--- src/hw/rtl/ecm_pkg.sv ---
// ----------------------------------------------------------------------------
// ecm_pkg
// Types, constants and the CORDIC arctangent table of the coordinate mapper.
// ----------------------------------------------------------------------------
package ecm_pkg;

  typedef logic signed [15:0] coord_in_t;
  typedef logic signed [23:0] coord_out_t;

  localparam int TBL_LEN = 24;
  localparam logic signed [33:0] GAIN_Q30 = 34'sd652032874;
  localparam logic signed [23:0] INVPI_Q24 = 24'sd5340354;
  localparam coord_out_t OUT_MAX = 24'sd8388607;
  localparam coord_out_t OUT_MIN = -24'sd8388608;

  localparam logic [31:0] ATAN_TBL [TBL_LEN] = '{
    32'd536870912, 32'd316933406, 32'd167458907, 32'd85004756,
    32'd42667331,  32'd21354465,  32'd10679838,  32'd5340245,
    32'd2670163,   32'd1335087,   32'd667544,    32'd333772,
    32'd166886,    32'd83443,     32'd41722,     32'd20861,
    32'd10430,     32'd5215,      32'd2608,      32'd1304,
    32'd652,       32'd326,       32'd163,       32'd81
  };

  // Angle of step i, 2^31 = pi.
  function automatic logic signed [33:0] atan_at(input int i);
    return $signed({2'b00, ATAN_TBL[i]});
  endfunction

endpackage

--- src/hw/rtl/ecm_cordic.sv ---
// ----------------------------------------------------------------------------
// ecm_cordic
// Pipelined rotation-mode CORDIC, one micro-rotation per stage, Q20 cos/sin.
// ----------------------------------------------------------------------------
module ecm_cordic import ecm_pkg::*; #(
  parameter int STEPS = 16,
  parameter int TW    = 1
) (
  input  logic               clk,
  input  logic               rst_n,
  input  logic               en,
  input  logic               in_valid,
  input  logic signed [33:0] z,
  input  logic [TW-1:0]      in_tag,
  output logic               out_valid,
  output logic signed [23:0] cos_q20,
  output logic signed [23:0] sin_q20,
  output logic [TW-1:0]      out_tag
);

  logic [STEPS:0]     v_r;
  logic signed [33:0] x_r [STEPS+1];
  logic signed [33:0] y_r [STEPS+1];
  logic signed [33:0] z_r [STEPS];
  logic [TW-1:0]      tag_r [STEPS+1];

  always_ff @(posedge clk) begin
    if (!rst_n) begin
      v_r <= '0;
    end else if (en) begin
      v_r <= {v_r[STEPS-1:0], in_valid};
    end
  end

  always_ff @(posedge clk) begin
    if (en) begin
      x_r[0]   <= GAIN_Q30;
      y_r[0]   <= '0;
      z_r[0]   <= z;
      tag_r[0] <= in_tag;
      for (int i = 0; i < STEPS; i++) begin
        // rotate toward zero residual angle
        if (!z_r[i][33]) begin
          x_r[i+1] <= x_r[i] - (y_r[i] >>> i);
          y_r[i+1] <= y_r[i] + (x_r[i] >>> i);
        end else begin
          x_r[i+1] <= x_r[i] + (y_r[i] >>> i);
          y_r[i+1] <= y_r[i] - (x_r[i] >>> i);
        end
        tag_r[i+1] <= tag_r[i];
      end
      for (int i = 0; i < STEPS-1; i++) begin
        z_r[i+1] <= z_r[i][33] ? z_r[i] + atan_at(i) : z_r[i] - atan_at(i);
      end
    end
  end

  assign out_valid = v_r[STEPS];
  assign cos_q20   = x_r[STEPS][33:10];
  assign sin_q20   = y_r[STEPS][33:10];
  assign out_tag   = tag_r[STEPS];

endmodule

--- config.mk ---
export PLATFORM = sky130hd
export DESIGN_NAME = ecm_cordic
export DESIGN_NICKNAME = d
export VERILOG_FILES = /design/src/hw/rtl/ecm_pkg.sv /design/src/hw/rtl/ecm_cordic.sv
export SDC_FILE = /design/constraint.sdc
export NUM_CORES = 2
export LEC_CHECK = 0
export BUFFER_PORTS_ARGS = -buffer_cell sky130_fd_sc_hd__clkbuf_2
export CAP_MARGIN = 20
export CORE_MARGIN = 3
export CORE_UTILIZATION = 65
export DETAILED_ROUTE_END_ITERATION = 12
export PLACE_DENSITY = 0.92
export SLEW_MARGIN = 20
export SYNTH_ARGS = -nofsm -noshare
export SYNTH_HDL_FRONTEND = slang
export SYNTH_SLANG_ARGS = --single-unit
export TNS_END_PERCENT = 5
--- constraint.sdc ---
create_clock -name clk -period 5.7 [get_ports clk]
set_input_delay 0.57 -clock clk [delete_from_list [all_inputs] [get_ports clk]]
set_output_delay 0.57 -clock clk [all_outputs]
set_load 0.01 [all_outputs]
==> impl_metrics.ini <==
[yosys]
ys_warn_count = 0
yosysMostFrequentCell = edfxtp_1
synth_edf_count = 1502
synthArstFlopShare_pct = 0
synth.area.top_cells = edfxtp_1, ha_1, xnor2_1
ys_ff_latch = 1519
syn_area_um2 = 123000
synth_ff_type = edfxtp_1
synth_top_area_share_pct = 36.6
ys_seq_area_share_pct = 36.9
syn_area_per_cell_um2 = 9.79
synth_cell_type_count = 97
yosysTopAreaCell = edfxtp_1
netlist_instances = 12590
synthesis.nets = 14065
synthTopCellsByCount = edfxtp_1, ha_1, a21oi_1

[clock_network]
insertion_delay_ns = 0.84
clockBufferDepth = 3
cts.sinks = 1519
cts_tree = done
path_clk_slew_ns = 0.06
cts_buffers = 169
htree_levels = 4
cts-root-buf = clkbuf_16

[finish]
fillerInstances = 13726
fin_area_um2 = 133000
finish.net_count = 14284
drive_gt1_share_pct = 4.98
syn2layout_area_growth_pct = 7.81
finalNonFillerCells = 15442

[setup_path]
critical_path_class = register to register
cpPeakStageDelay_ns = 0.50
worstPathCellList = or3_1 -> nor2_1 -> and3_1 -> nor2b_1 -> a21oi_1 -> xnor2_1 -> ha_1 -> a21o_1 -> a21o_1 -> a21oi_1 -> o21ai_0 -> or3_1 -> o21ai_0 -> o21ai_0 -> o21a_1 -> o22a_1 -> a221oi_1 -> xnor2_1
path_common_cell = o21ai_0
worstPathArrival_ns = 5.99
cp.required_ns = 6.29
timing.critical_path.buf_inv = 0
start_kind = register
cp-end-kind = register
worst_path_dominant_cell_family = compound AO/OA/AOI/OAI gates
cp_max_fo = 5
cp_slowest_cell = nor2b_1

[global_route]
overflow = 0
first_global_vias = 95966
grt_max_degree = 196
grt.total_usage_pct = 33.2
antenna_found_initial = 3
grt_pass1_wl_um = 520000

[route]
drcViolationCount = 0
routed.top_layer = met5
via_per_inst = 6.45
drt_pass1_iterations = 7
met3_length_um = 24500
finalWirelength_um = 330000
met1Wirelength_um = 139000
wl_met2_um = 154000
first_iter_violations = 9661
postRouteAntennaNets = 0
wl_per_cell_um = 21.4
dr_total_vias = 99603

[hold_path]
hp-class = primary input to register

[place]
place_inst = 15098
portBuffers = 88
gp_congestion = 1.01
place_area_um2 = 127000
dp_hpwl_um = 257000

[timing]
rsz0062_at_grt = false
period_minus_slack_ns = 5.41
fin_skew_ns = 0.0385
fin_crit_sh_pct = 94.8
drv_slew = 0
tightest_slew_ns = 1.15
setup_tns_ns = 0
relSlewSlack_pct = 23.4
hold-worst-slack_ns = 0.0643
setup_violations = 0
final-hold-violation-count = 0
max_freq_mhz = 185

[floorplanning]
die_height_um = 441
fp.coreArea_um2 = 188000
num_io_pins = 89
die_area_um2 = 195000
fp.dieW_um = 441
start_util_pct = 65.5
row_count = 159

[run]
maxCapViolCount = 0

[status]
status = finished, final reports clean
-- layer usage --
layer	global-route usage, %	up-vias
met5	0	-
met4	11.9	2
met3	4.66	770
met2	54.6	4081
met1	44.9	47405
li1	-	47345
-- worst paths after layout --
check            start    endpoint  slack, ns  cells after the start
max reg2reg  x_r[4][9]  y_r[5][32]       0.29                     18
min reg2reg  z_r[6][0]  z_r[6][34]       0.41                      0
max          x_r[4][9]  y_r[5][32]       0.29                     18
min           in_valid      v_r[0]       0.06                      3
-- state kept, by name, indices dropped and copies added, names as in the netlist --
register and cells:
x_r 474, y_r 501, v_r 17, z_r 510
tag_r 17
-- what timing repair did --
| item | CTS | global route |
|---|---|---|
| hold buffers | 35 | 0 |
| endpoints found under the setup margin | 0 | 8 |
| endpoints found under the hold margin | 35 | 0 |
| resized for setup | 0 | 6 |
| setup buffers | 0 | 0 |
-- area by class of cell --
| cell class | count | area, um^2 | area share, % |
|---|---|---|---|
| Tap cell | 2495 | 3120 | 2.35 |
| Sequential cell | 1519 | 45400 | 34.2 |
| Timing Repair Buffer | 242 | 1780 | 1.34 |
| Antenna cell | 4 | 10.0 | 0.00754 |
| Clock inverter | 116 | 1030 | 0.779 |
| Multi-Input combinational cell | 10392 | 75200 | 56.6 |
| Clock buffer | 189 | 4380 | 3.30 |
| Inverter | 485 | 1820 | 1.37 |
-- per-stage QoR --
step           utilization [%]  setup WS (ns)
3_5_place_dp              67.6          0.318
3_3_place_gp              67.6          0.402
4_1_cts                   70.6          0.300
6_report                  70.6          0.294
5_1_grt                   70.6         0.0164
2_1_floorplan                -          0.872
-- logic make-up after synthesis --
| group | share of synthesized area, % |
|---|---|
| AOI/OAI and AO/OA | 19.7 |
| DFF | 36.9 |
| adders and majority gates | 14.8 |
| muxes | 0.919 |
| and+or+nand+nor | 12.6 |
| xor gates and xnor gates | 13.0 |
| buffers and inverters | 2.07 |
-- worst reg2reg max path: cells and delay by family (launching register included) --
family | cells | cell delay [ns]
AOI/OAI and AO/OA | 10 | 2.45
and+or+nand+nor | 5 | 1.68
DFF | 1 | 0.44
adders and majority gates | 1 | 0.34
xor gates and xnor gates | 2 | 0.25
-- cells in the final DEF (no fill, tap or decap), types with 60 or more instances in the layout --
cell / synthesis / routed
o31ai_1: 119 / 119
o21bai_1: 138 / 138
clkbuf_2: 0 / 88
nor2_1: 962 / 962
nand4_1: 99 / 99
inv_1: 484 / 484
ha_1: 1394 / 1394
nand2_1: 676 / 676
o21ai_0: 714 / 714
nand2b_1: 205 / 205
nor4_1: 68 / 68
a21o_1: 595 / 595
clkbuf_16: 0 / 171
xor2_1: 601 / 601
mux2i_1: 76 / 76
a211oi_1: 122 / 122
nand3_1: 239 / 239
xnor2_1: 1225 / 1225
or3_1: 105 / 105
a31oi_1: 115 / 115
and3_1: 114 / 114
a21oi_1: 1303 / 1303
nor2b_1: 189 / 189
o21a_1: 218 / 218
o41ai_1: 60 / 60
edfxtp_1: 1502 / 1502
nor3_1: 270 / 267
buf_4: 0 / 112
Power is not shown: default switching activity piles up to over one toggle a cycle in this logic, so the estimate is an artifact.
