### src/hw/rtl/ecm_div.sv
// ----------------------------------------------------------------------------
// ecm_div
// Pipelined signed divider, one quotient bit per stage, truncating toward zero.
// ----------------------------------------------------------------------------
module ecm_div #(
  parameter int NW = 34,
  parameter int DW = 10,
  parameter int TW = 1
) (
  input  logic                 clk,
  input  logic                 rst_n,
  input  logic                 en,
  input  logic                 in_valid,
  input  logic signed [NW-1:0] num,
  input  logic signed [DW-1:0] den,
  input  logic [TW-1:0]        in_tag,
  output logic                 out_valid,
  output logic signed [NW:0]   quo,
  output logic [TW-1:0]        out_tag
);

  logic [NW:0]   v_r;
  logic          out_v_r;
  logic [NW-1:0] wq_r  [NW+1];
  logic [DW-1:0] rem_r [NW];
  logic [DW-1:0] dm_r  [NW];
  logic          neg_r [NW+1];
  logic [TW-1:0] tag_r [NW+1];
  logic signed [NW:0] quo_r;
  logic [TW-1:0] tag_out_r;

  logic [NW-1:0] num_mag;
  logic [DW-1:0] den_mag;
  logic [DW:0]   trial   [NW];
  logic [DW-1:0] rem_nxt [NW];
  logic [NW-1:0] wq_nxt  [NW];

  assign num_mag = num[NW-1] ? NW'(-num) : NW'(num);
  assign den_mag = den[DW-1] ? DW'(-den) : DW'(den);

  always_comb begin
    for (int k = 0; k < NW; k++) begin
      trial[k] = {rem_r[k], wq_r[k][NW-1]};
      if (trial[k] >= {1'b0, dm_r[k]}) begin
        rem_nxt[k] = DW'(trial[k] - {1'b0, dm_r[k]});
        wq_nxt[k]  = {wq_r[k][NW-2:0], 1'b1};
      end else begin
        rem_nxt[k] = trial[k][DW-1:0];
        wq_nxt[k]  = {wq_r[k][NW-2:0], 1'b0};
      end
    end
  end

  always_ff @(posedge clk) begin
    if (!rst_n) begin
      v_r     <= '0;
      out_v_r <= 1'b0;
    end else if (en) begin
      v_r     <= {v_r[NW-1:0], in_valid};
      out_v_r <= v_r[NW];
    end
  end

  always_ff @(posedge clk) begin
    if (en) begin
      wq_r[0]  <= num_mag;
      rem_r[0] <= '0;
      dm_r[0]  <= den_mag;
      neg_r[0] <= num[NW-1] ^ den[DW-1];
      tag_r[0] <= in_tag;
      for (int k = 0; k < NW; k++) begin
        wq_r[k+1]  <= wq_nxt[k];
        neg_r[k+1] <= neg_r[k];
        tag_r[k+1] <= tag_r[k];
      end
      for (int k = 0; k < NW-1; k++) begin
        rem_r[k+1] <= rem_nxt[k];
        dm_r[k+1]  <= dm_r[k];
      end
      quo_r     <= neg_r[NW] ? -$signed({1'b0, wq_r[NW]}) : $signed({1'b0, wq_r[NW]});
      tag_out_r <= tag_r[NW];
    end
  end

  assign out_valid = out_v_r;
  assign quo       = quo_r;
  assign out_tag   = tag_out_r;

endmodule

### config.mk
export PLATFORM = sky130hd
export DESIGN_NAME = ecm_div
export DESIGN_NICKNAME = d
export VERILOG_FILES = /design/src/hw/rtl/ecm_div.sv
export SDC_FILE = /design/constraint.sdc
export NUM_CORES = 2
export LEC_CHECK = 0
export BUFFER_PORTS_ARGS = -buffer_cell sky130_fd_sc_hd__buf_2
export CORE_MARGIN = 2
export CORE_UTILIZATION = 55
export CTS_CLUSTER_DIAMETER = 40
export DETAILED_ROUTE_END_ITERATION = 16
export GPL_ROUTABILITY_DRIVEN = 0
export PLACE_DENSITY_LB_ADDON = 0.15
export SYNTH_ARGS = -nofsm -noshare
export SYNTH_HDL_FRONTEND = slang
export SYNTH_SLANG_ARGS = --single-unit
### constraint.sdc
create_clock -name clk -period 8.2 [get_ports clk]
set_input_delay 0.41 -clock clk [delete_from_list [all_inputs] [get_ports clk]]
set_output_delay 0.41 -clock clk [all_outputs]
set_load 0.1 [all_outputs]
==> flow_summary.yaml <==
run_status:
  run_status: "complete, no violations"
routing:
  dr_wl_met3_mm: 4.22
  wl_met1_mm: 50.1
  drc: 0
  routed_wl_mm: 122
  ant_nets: 0
  routedWlPerCell_microns: 16.5
  drtIter0Drc: 2305
  num_vias: 39550
  vias_per_cell: 5.35
  dr.max_layer_used: "met4"
  dr_wl_met2_mm: 63.4
  drtPass1Iterations: 5
layout:
  antenna_cells: 0
  area_delta_synth_final_pct: 15.9
  stdcell_count: 7392
  fin_util_pct: 64.2
  nets: 5700
  design_area_sq_um: 93300
  layout-drive-gt1-share_pct: 14.7
floorplanning:
  core.rowCount: 140
  initial_core_util_pct: 55.3
  core-area_sq_um: 145000
  ios: 86
  die-area_sq_um: 149000
  die_y_microns: 386
  fp.dieW_microns: 386
synth:
  ys_ff_latch: 2002
  synth_top_area_cell: "edfxtp_1"
  synth-edff-count: 1966
  synth_seq_area_share_pct: 74.3
  syn_area_sq_um: 80500
  synth_ff_type: "edfxtp_1"
  synthArstFlopShare_pct: 0
  yosys_warnings: 0
  netlist_instances: 4847
  synth_area_per_cell_sq_um: 16.6
  synth_nets: 5263
  yosysUniqueCellTypes: 53
  synth.area.top_cells: "edfxtp_1 73%, ha_1 5.2%, mux2_2 3.6%"
  synth_top_area_share_pct: 73.4
clock_network:
  clkLatencyLatePin_ns: 0.86
  tritoncts: "done"
  numCtsBuffers: 276
  path_clk_slew_ns: 0.06
  cts.path.max_buffers: 4
  cts_setup_buffers: 0
  h-tree-depth: 5
  cts_root_buf: "clkbuf_16"
  cts.sinks: 2002
timing:
  fin_crit_sh_pct: 42.9
  setup_viol: 0
  worstMarginPinSlew_ns: 1.26
  report.final.slew_viol_count: 0
  setup_tns_ns: 0
  rsz0062_at_grt: "false"
  period_needed_ns: 3.52
  skew_ns: 0.0453
  hold_viol_final: 0
  slew_headroom_pct: 15.8
  max_freq_mhz: 284
flow_run:
  max_cap_viol_count: 0
setup_path:
  crit_fanout: 5
  setup.worst_path.start_class: "input port"
  cp.required_ns: 8.80
  cp.arrival_ns: 4.11
  crit_path_end_kind: "flip-flop"
  critPathKind: "in2reg"
grt:
  grt_max_degree: 210
  grt_pass1_wl_mm: 199
  antenna_found_initial: 1
  grt-ovfl-total: 0
  track_usage_pct: 16.4
  grt_pass1_vias: 40681
hold_path:
  hold_class: "in2reg"
power_and_ir_drop:
  peakVddDrop_mv: 0.197
  leakagePower_nw: 35.0
  p_int_mw: 24.4
  power_frac_comb_pct: 23.5
  p_per_area_nw_per_um2: 358
  swShare_pct: 27.1
  p_switching_mw: 9.04
  total_power_mw: 33.4
  pwr-share-seq_pct: 41.8
  clkPwrFrac_pct: 34.6
placement:
  io_buffers: 85
  dp_cells: 6859
  dp_hpwl_mm: 76.9
  placed_cell_area_sq_um: 83600
-- area by class of cell --
cell class	instances	area [sq um]
Clock buffer	324	7310
Inverter	449	1690
Tap cell	1917	2400
Clock inverter	145	1760
Multi-Input combinational cell	2366	18900
Fill cell	10169	52100
Sequential cell	2002	59800
Timing Repair Buffer	189	1480
-- synthesized netlist by cell type, drive strengths merged, types with 11 or more instances --
master / count
and3: 43
clkbuf: 26
ha: 335
a21oi: 180
nand3: 97
edfxtp: 1966
o21a: 75
o31a: 21
nor3: 29
dfxtp: 36
nand2: 113
xnor2: 148
or4: 12
a32oi: 20
xor2: 108
o41ai: 11
o21ai: 156
o22ai: 20
mux2i: 67
a211oi: 41
and2: 21
nor2: 168
o2111ai: 20
inv: 449
a21boi: 20
a31oi: 43
o31ai: 50
fa: 32
nor2b: 66
mux2: 257
o21bai: 52
or3: 59
a21o: 45
a211o: 12
-- flip-flops by register name, indices dropped and copies added, names as in the netlist --
name	count
rem_r	330
dm_r	340
out_tag	1
wq_r	1190
neg_r	35
quo	35
tag_r	35
out_valid	1
v_r	35
-- metrics by stage --
| step | hold slack (ns) | worst slack [ns] |
|---|---|---|
| 2_1_floorplan | 0.400 | 5.27 |
| 3_3_place_gp | 0.400 | 4.88 |
| 3_5_place_dp | 0.405 | 4.85 |
| 4_1_cts | 0.0514 | 4.83 |
| 5_1_grt | 0.0575 | 4.61 |
| 6_report | 0.0527 | 4.68 |
-- placed cells by master, fill, tap and decap left out, types with 20 or more instances in the layout --
| master | count |
|---|---|
| a21boi_0 | 20 |
| o21a_1 | 75 |
| o21bai_1 | 52 |
| xnor2_1 | 148 |
| a32oi_1 | 20 |
| a31oi_1 | 43 |
| and3_1 | 43 |
| nand3_1 | 97 |
| nor2_1 | 168 |
| o21ai_0 | 155 |
| a211oi_1 | 41 |
| dfxtp_1 | 36 |
| a21o_1 | 45 |
| bufinv_16 | 29 |
| edfxtp_1 | 1966 |
| xor2_1 | 108 |
| inv_6 | 26 |
| and2_1 | 21 |
| a21oi_1 | 180 |
| buf_2 | 84 |
| or3_1 | 58 |
| clkbuf_1 | 37 |
| o2111ai_1 | 20 |
| clkinv_2 | 27 |
| mux2i_1 | 67 |
| nand2_1 | 113 |
| fa_1 | 32 |
| buf_4 | 32 |
| ha_1 | 335 |
| o31ai_1 | 50 |
| nor3_1 | 29 |
| o22ai_1 | 20 |
| mux2_2 | 257 |
| o31a_1 | 21 |
| dlygate4sd3_1 | 64 |
| nor2b_1 | 66 |
| inv_1 | 449 |
| clkbuf_16 | 286 |
-- power groups by stage --
stage               registers, mW  clock network, mW  logic (mW)
floorplan                    14.0                  0        5.94
global placement             14.1                  0        7.58
CTS                          14.0               11.9        7.86
detailed placement           14.2                  0        7.75
finish                       14.0               11.6        7.86
global route                 14.1               12.3        8.74
-- worst paths after layout --
path,start,endpoint,slack [ns],depth (start not counted)
setup / recovery,num[4],wq_r[0][26],4.68,9
setup reg to reg,rem_r[17][1],rem_r[18][8],4.82,8
hold / removal,en,wq_r[1][5],0.05,1
hold reg to reg,wq_r[8][11],wq_r[9][12],0.39,0
-- repair_timing --
action | CTS | global route
endpoints found under the setup margin | 0 | 0
hold buffers | 64 | 0
endpoints found under the hold margin | 51 | 0
resized for setup | 0 | 0
-- logic make-up after synthesis --
logic type / Yosys count / synth area share [%]
compound gates: 784 / 6.33
xor+xnor: 256 / 2.79
fa+ha+maj: 367 / 6.01
buf+inv: 479 / 2.24
flops: 2002 / 74.3
mux: 324 / 4.43
simple gates: 635 / 3.93
-- per-layer routing --
layer / track usage [%] / up-vias
met3: 3.02 / 331
met5: 0 / -
met2: 29.3 / 695
li1: - / 19368
met1: 19.4 / 19156
met4: 6.89 / 0
-- worst max-delay path: stages --
cell and delay, ns:
dlygate4sd3_1 0.55, buf_2 0.13, or3_1 0.41, or3b_2 0.51, nor4_1 0.51, nand3_1 0.39, o41ai_1 0.49, xnor2_1 0.13
dlygate4sd3_1 0.57
Power figures use the tool's default switching activity.
